--- src/hw/rtl/scdp_pkg.sv ---
// Shared types and constants for the sparse column dot product block.
package scdp_pkg;

  localparam int PTR_W = 17;
  localparam int ROW_W = 10;
  localparam int ACC_W = 64;

  localparam logic [1:0] CMD_PTR   = 2'd0;
  localparam logic [1:0] CMD_ENTRY = 2'd1;
  localparam logic [1:0] CMD_QUERY = 2'd2;

  typedef enum logic [2:0] {
    S_IDLE,
    S_COLA,
    S_COLB,
    S_MERGE,
    S_DRAIN,
    S_DONE
  } state_t;

  typedef struct packed {
    logic clear;
    logic fire;
  } mac_ctl_t;

endpackage

--- src/hw/rtl/scdp_mac.sv ---
// Registered multiplier followed by a saturating 64-bit accumulator.
module scdp_mac import scdp_pkg::*; #(
  parameter int VALUE_WIDTH = 32
) (
  input  logic                   clk,
  input  logic                   rst,
  input  mac_ctl_t               ctl,
  input  logic [VALUE_WIDTH-1:0] a,
  input  logic [VALUE_WIDTH-1:0] b,
  output logic [ACC_W-1:0]       acc,
  output logic                   sat
);

  logic signed [2*VALUE_WIDTH-1:0] prod_full;
  logic signed [ACC_W-1:0]         prod;
  logic                            prod_valid;
  logic [ACC_W-1:0]                sum;
  logic                            ovf;
  logic [ACC_W-1:0]                acc_next;

  assign prod_full = $signed(a) * $signed(b);
  assign sum       = acc + prod;

  // Overflow only when both operands share a sign and the sum does not.
  assign ovf = (acc[ACC_W-1] == prod[ACC_W-1]) && (sum[ACC_W-1] != acc[ACC_W-1]);

  always_comb begin
    if (!ovf) begin
      acc_next = sum;
    end else if (acc[ACC_W-1]) begin
      acc_next = {1'b1, {(ACC_W-1){1'b0}}};
    end else begin
      acc_next = {1'b0, {(ACC_W-1){1'b1}}};
    end
  end

  always_ff @(posedge clk) begin
    prod <= ACC_W'(prod_full);
  end

  always_ff @(posedge clk) begin
    if (rst) begin
      prod_valid <= 1'b0;
      acc        <= '0;
      sat        <= 1'b0;
    end else if (ctl.clear) begin
      prod_valid <= 1'b0;
      acc        <= '0;
      sat        <= 1'b0;
    end else begin
      prod_valid <= ctl.fire;
      if (prod_valid) begin
        acc <= acc_next;
        sat <= sat | ovf;
      end
    end
  end

endmodule

--- config.mk ---
export PLATFORM = sky130hd
export DESIGN_NAME = scdp_mac
export DESIGN_NICKNAME = d
export VERILOG_FILES = /design/src/hw/rtl/scdp_pkg.sv /design/src/hw/rtl/scdp_mac.sv
export SDC_FILE = /design/constraint.sdc
export NUM_CORES = 2
export LEC_CHECK = 0
export BUFFER_PORTS_ARGS = -buffer_cell sky130_fd_sc_hd__buf_4
export CORE_MARGIN = 2
export CORE_UTILIZATION = 50
export CTS_BUF_LIST = sky130_fd_sc_hd__clkbuf_8
export DETAILED_ROUTE_END_ITERATION = 7
export PLACE_DENSITY = 0.66
export SETUP_SLACK_MARGIN = 0.02
export SLEW_MARGIN = 20
export SYNTH_ARGS = -nofsm -noshare
export SYNTH_HDL_FRONTEND = slang
export SYNTH_SLANG_ARGS = --single-unit
--- constraint.sdc ---
create_clock -name clk -period 19.5 [get_ports clk]
set_input_delay 3.9 -clock clk [delete_from_list [all_inputs] [get_ports clk]]
set_output_delay 3.9 -clock clk [all_outputs]
set_load 0.005 [all_outputs]
==> run metrics <==
clk slew on worst S/H paths=approximately 0.08 ns; final setup vio count=0; worst min-delay path category=register to register; Slew HR=between 30% and 40%; Initial Utilization=between 50% and 60%; Slowest-stage cell, CP=clkinv_1; Num CTS Buffers=17; FF+latch count, synth=130; IO Pins=133; CTS H-Tree Depth=4; global placer's final weighted congestion=0.892; CTS tree=done; clock sinks=130; status=complete, no violations; worst slew pin tran=slightly below 1 ns; top post-synthesis cells by area=fa_1 (50%), inv_1 (8.5%), and2_1 (7.5%), ha_1 (7.1%), dfxtp_1 (6.0%); Clk Latency, worst-skew pair=0.48 ns; Max Slew Vio Count=0; GRT Total Usage=between 20% and 30%; Port-buffer cells=132; Post-synth ARST share=0%; Worst Path Required=between 15 and 20 ns; Layout fillers=roughly 8k; FP Rows=roughly 110; Fin Setup TNS=0 ns; Syn Area/Cell=roughly 9.2 µm²; CP arrival=12.06 ns; cell count after synthesis=4736; total die area=roughly 89000 µm²; DRT iter0 DRCs=~1.6k; slowest stage delay, CP=between 0.7 and 0.8 ns; fmax=between 80 and 90 MHz; post-synthesis sequential area ratio=6.00%; clock buffer depth=2; DR DRC count=0; 1st-pass router iterations=5; initial antenna violation count=3; skew final=between 0.015 and 0.02 ns; CP max FO=26; min Tclk post-route=11.66 ns; EDFF count, synth=0; most common cell after layout, fill and taps aside=fa_1; final hold violations=0; CP cell instances=buf_4 -> clkinv_1 -> nor2_1 -> fa_1 -> fa_1 -> fa_1 -> fa_1 -> fa_1 -> fa_1 -> fa_1 -> inv_1 -> fa_1 -> inv_1 -> ha_1 -> a21o_1 -> a21o_1 -> a21oi_1 -> nand2_1 -> a211oi_1 -> o21ai_0 -> a21oi_1 -> o31ai_1 -> a21oi_1 -> xnor2_1; crit end category=register; Setup CP Type=input port to register; vias per cell=about 5.4; first-pass GRT wire length=around 180 mm; CP dominant cell by count=fa_1; crit share post-route=between 50% and 60%; Hold Buf Count CTS=0; Synth Cell Area=43300 µm²; share of cells above drive strength 1=around 4.2%; Die Wd=around 300 µm; cell taking the most area after synthesis=fa_1; fraction of post-synthesis cell area in the top cell type by area=between 50% and 60%; largest net degree at the start of global routing=67; synthesis-to-finish area growth=4.61%; # Post-CTS Setup Buffers=0; Worst Setup Slack, final=slightly below 8 ns; Synth cell types=between 70 and 80; Net count, final=slightly above 6k; RSZ-0062 raised after global routing=false; Syn. warnings=0; most frequent cells in the layout=fa_1 (1083), inv_1 (987), nand2_1 (548), and2_1 (523), ha_1 (247); Core Area=~86000 µm²; post-DR wirelength/cell=roughly 20 µm; crit start category=input port; vias in the first global route=34.2k; dpl ws=~7.5 ns; Clock Tree Root=clkbuf_8; grt ovf=0; drt total wl=roughly 110 mm; syn_nets=6134; max-cap viol count=0; Post-synth top flop=dfxtp_1; Chip Height=about 300 µm; hpwl dp=between 90 and 100 mm; post-cts gate resize count=0; final hold slack=0.482 ns; Routed Antenna Nets=0; via count=31.4k
## synthesized netlist by cell type (18+ instances only)
| library cell | number |
|---|---|
| and2_1 | 523 |
| ha_1 | 247 |
| nand2_1 | 548 |
| nand2b_1 | 18 |
| dfxtp_1 | 130 |
| o21bai_1 | 22 |
| nand4_1 | 30 |
| o21a_1 | 19 |
| xnor2_1 | 81 |
| fa_1 | 1083 |
| a21oi_1 | 195 |
| o21ai_0 | 132 |
| xor2_1 | 45 |
| inv_1 | 986 |
| a21o_1 | 63 |
| clkbuf_1 | 226 |
| nor2_1 | 153 |
## state kept, by name (all words and copies together) (netlist names)
| register | cells |
|---|---|
| prod | 64 |
| sat | 1 |
| prod_valid | 1 |
| acc | 64 |
## kinds of logic after synthesis
family	synth area share, %
DFF	6.00
adders and majority gates	57.1
xor gates and xnor gates	2.55
buffers and inverters	10.8
and+or+nand+nor	15.7
muxes	0.0231
AOI/OAI and AO/OA	7.81
## area by class of cell
cell class | count | area (µm²) | area share, %
inverters | 988 | 3710 | 8.18
clock inverters | 12 | 203 | 0.447
clock buffers | 20 | 275 | 0.607
diodes | 1 | 2.50 | 0.00552
well taps | 1144 | 1430 | 3.16
multi-input cells | 3369 | 36100 | 79.6
flip-flops and latches | 130 | 2600 | 5.74
repair buffers | 138 | 1040 | 2.28
## worst max-delay path, delay by kind of cell
family	cells	cell delay [ns]
buffers and inverters	4	1.11
and+or+nand+nor	2	0.46
AOI/OAI and AO/OA	8	2.26
adders and majority gates	9	4.17
xor gates and xnor gates	1	0.12
## path summary, 6_finish.rpt
kind	start	endpoint	slack [ns]	depth (start not counted)
setup / recovery	b[31]	prod[61]	7.84	24
hold / removal	sat	sat	0.48	2
setup reg to reg	prod[4]	acc[50]	15.31	11
hold reg to reg	sat	sat	0.48	2
## layer usage
layer  global-route usage, %  share of wire, %  vias to the layer above
met5                       0             0.023                        -
met4                    10.8               4.8                        4
met3                    3.18               4.6                      278
met2                    47.2                52                      892
met1                    32.1                39                    16300
li1                        -                 -                    14000
## stage by stage
step	area, µm²	util [%]	instances
after floorplan	43300	-	4736
after global placement	44900	52.4	5769
after detailed placement	44900	52.4	5769
after CTS	45300	53.0	5801
after global routing	45300	53.0	5801
final	45300	53.0	5802
Power is left out: the tool's default activity adds up to more than one toggle a clock period on the data nets, which glitch-free logic cannot reach.
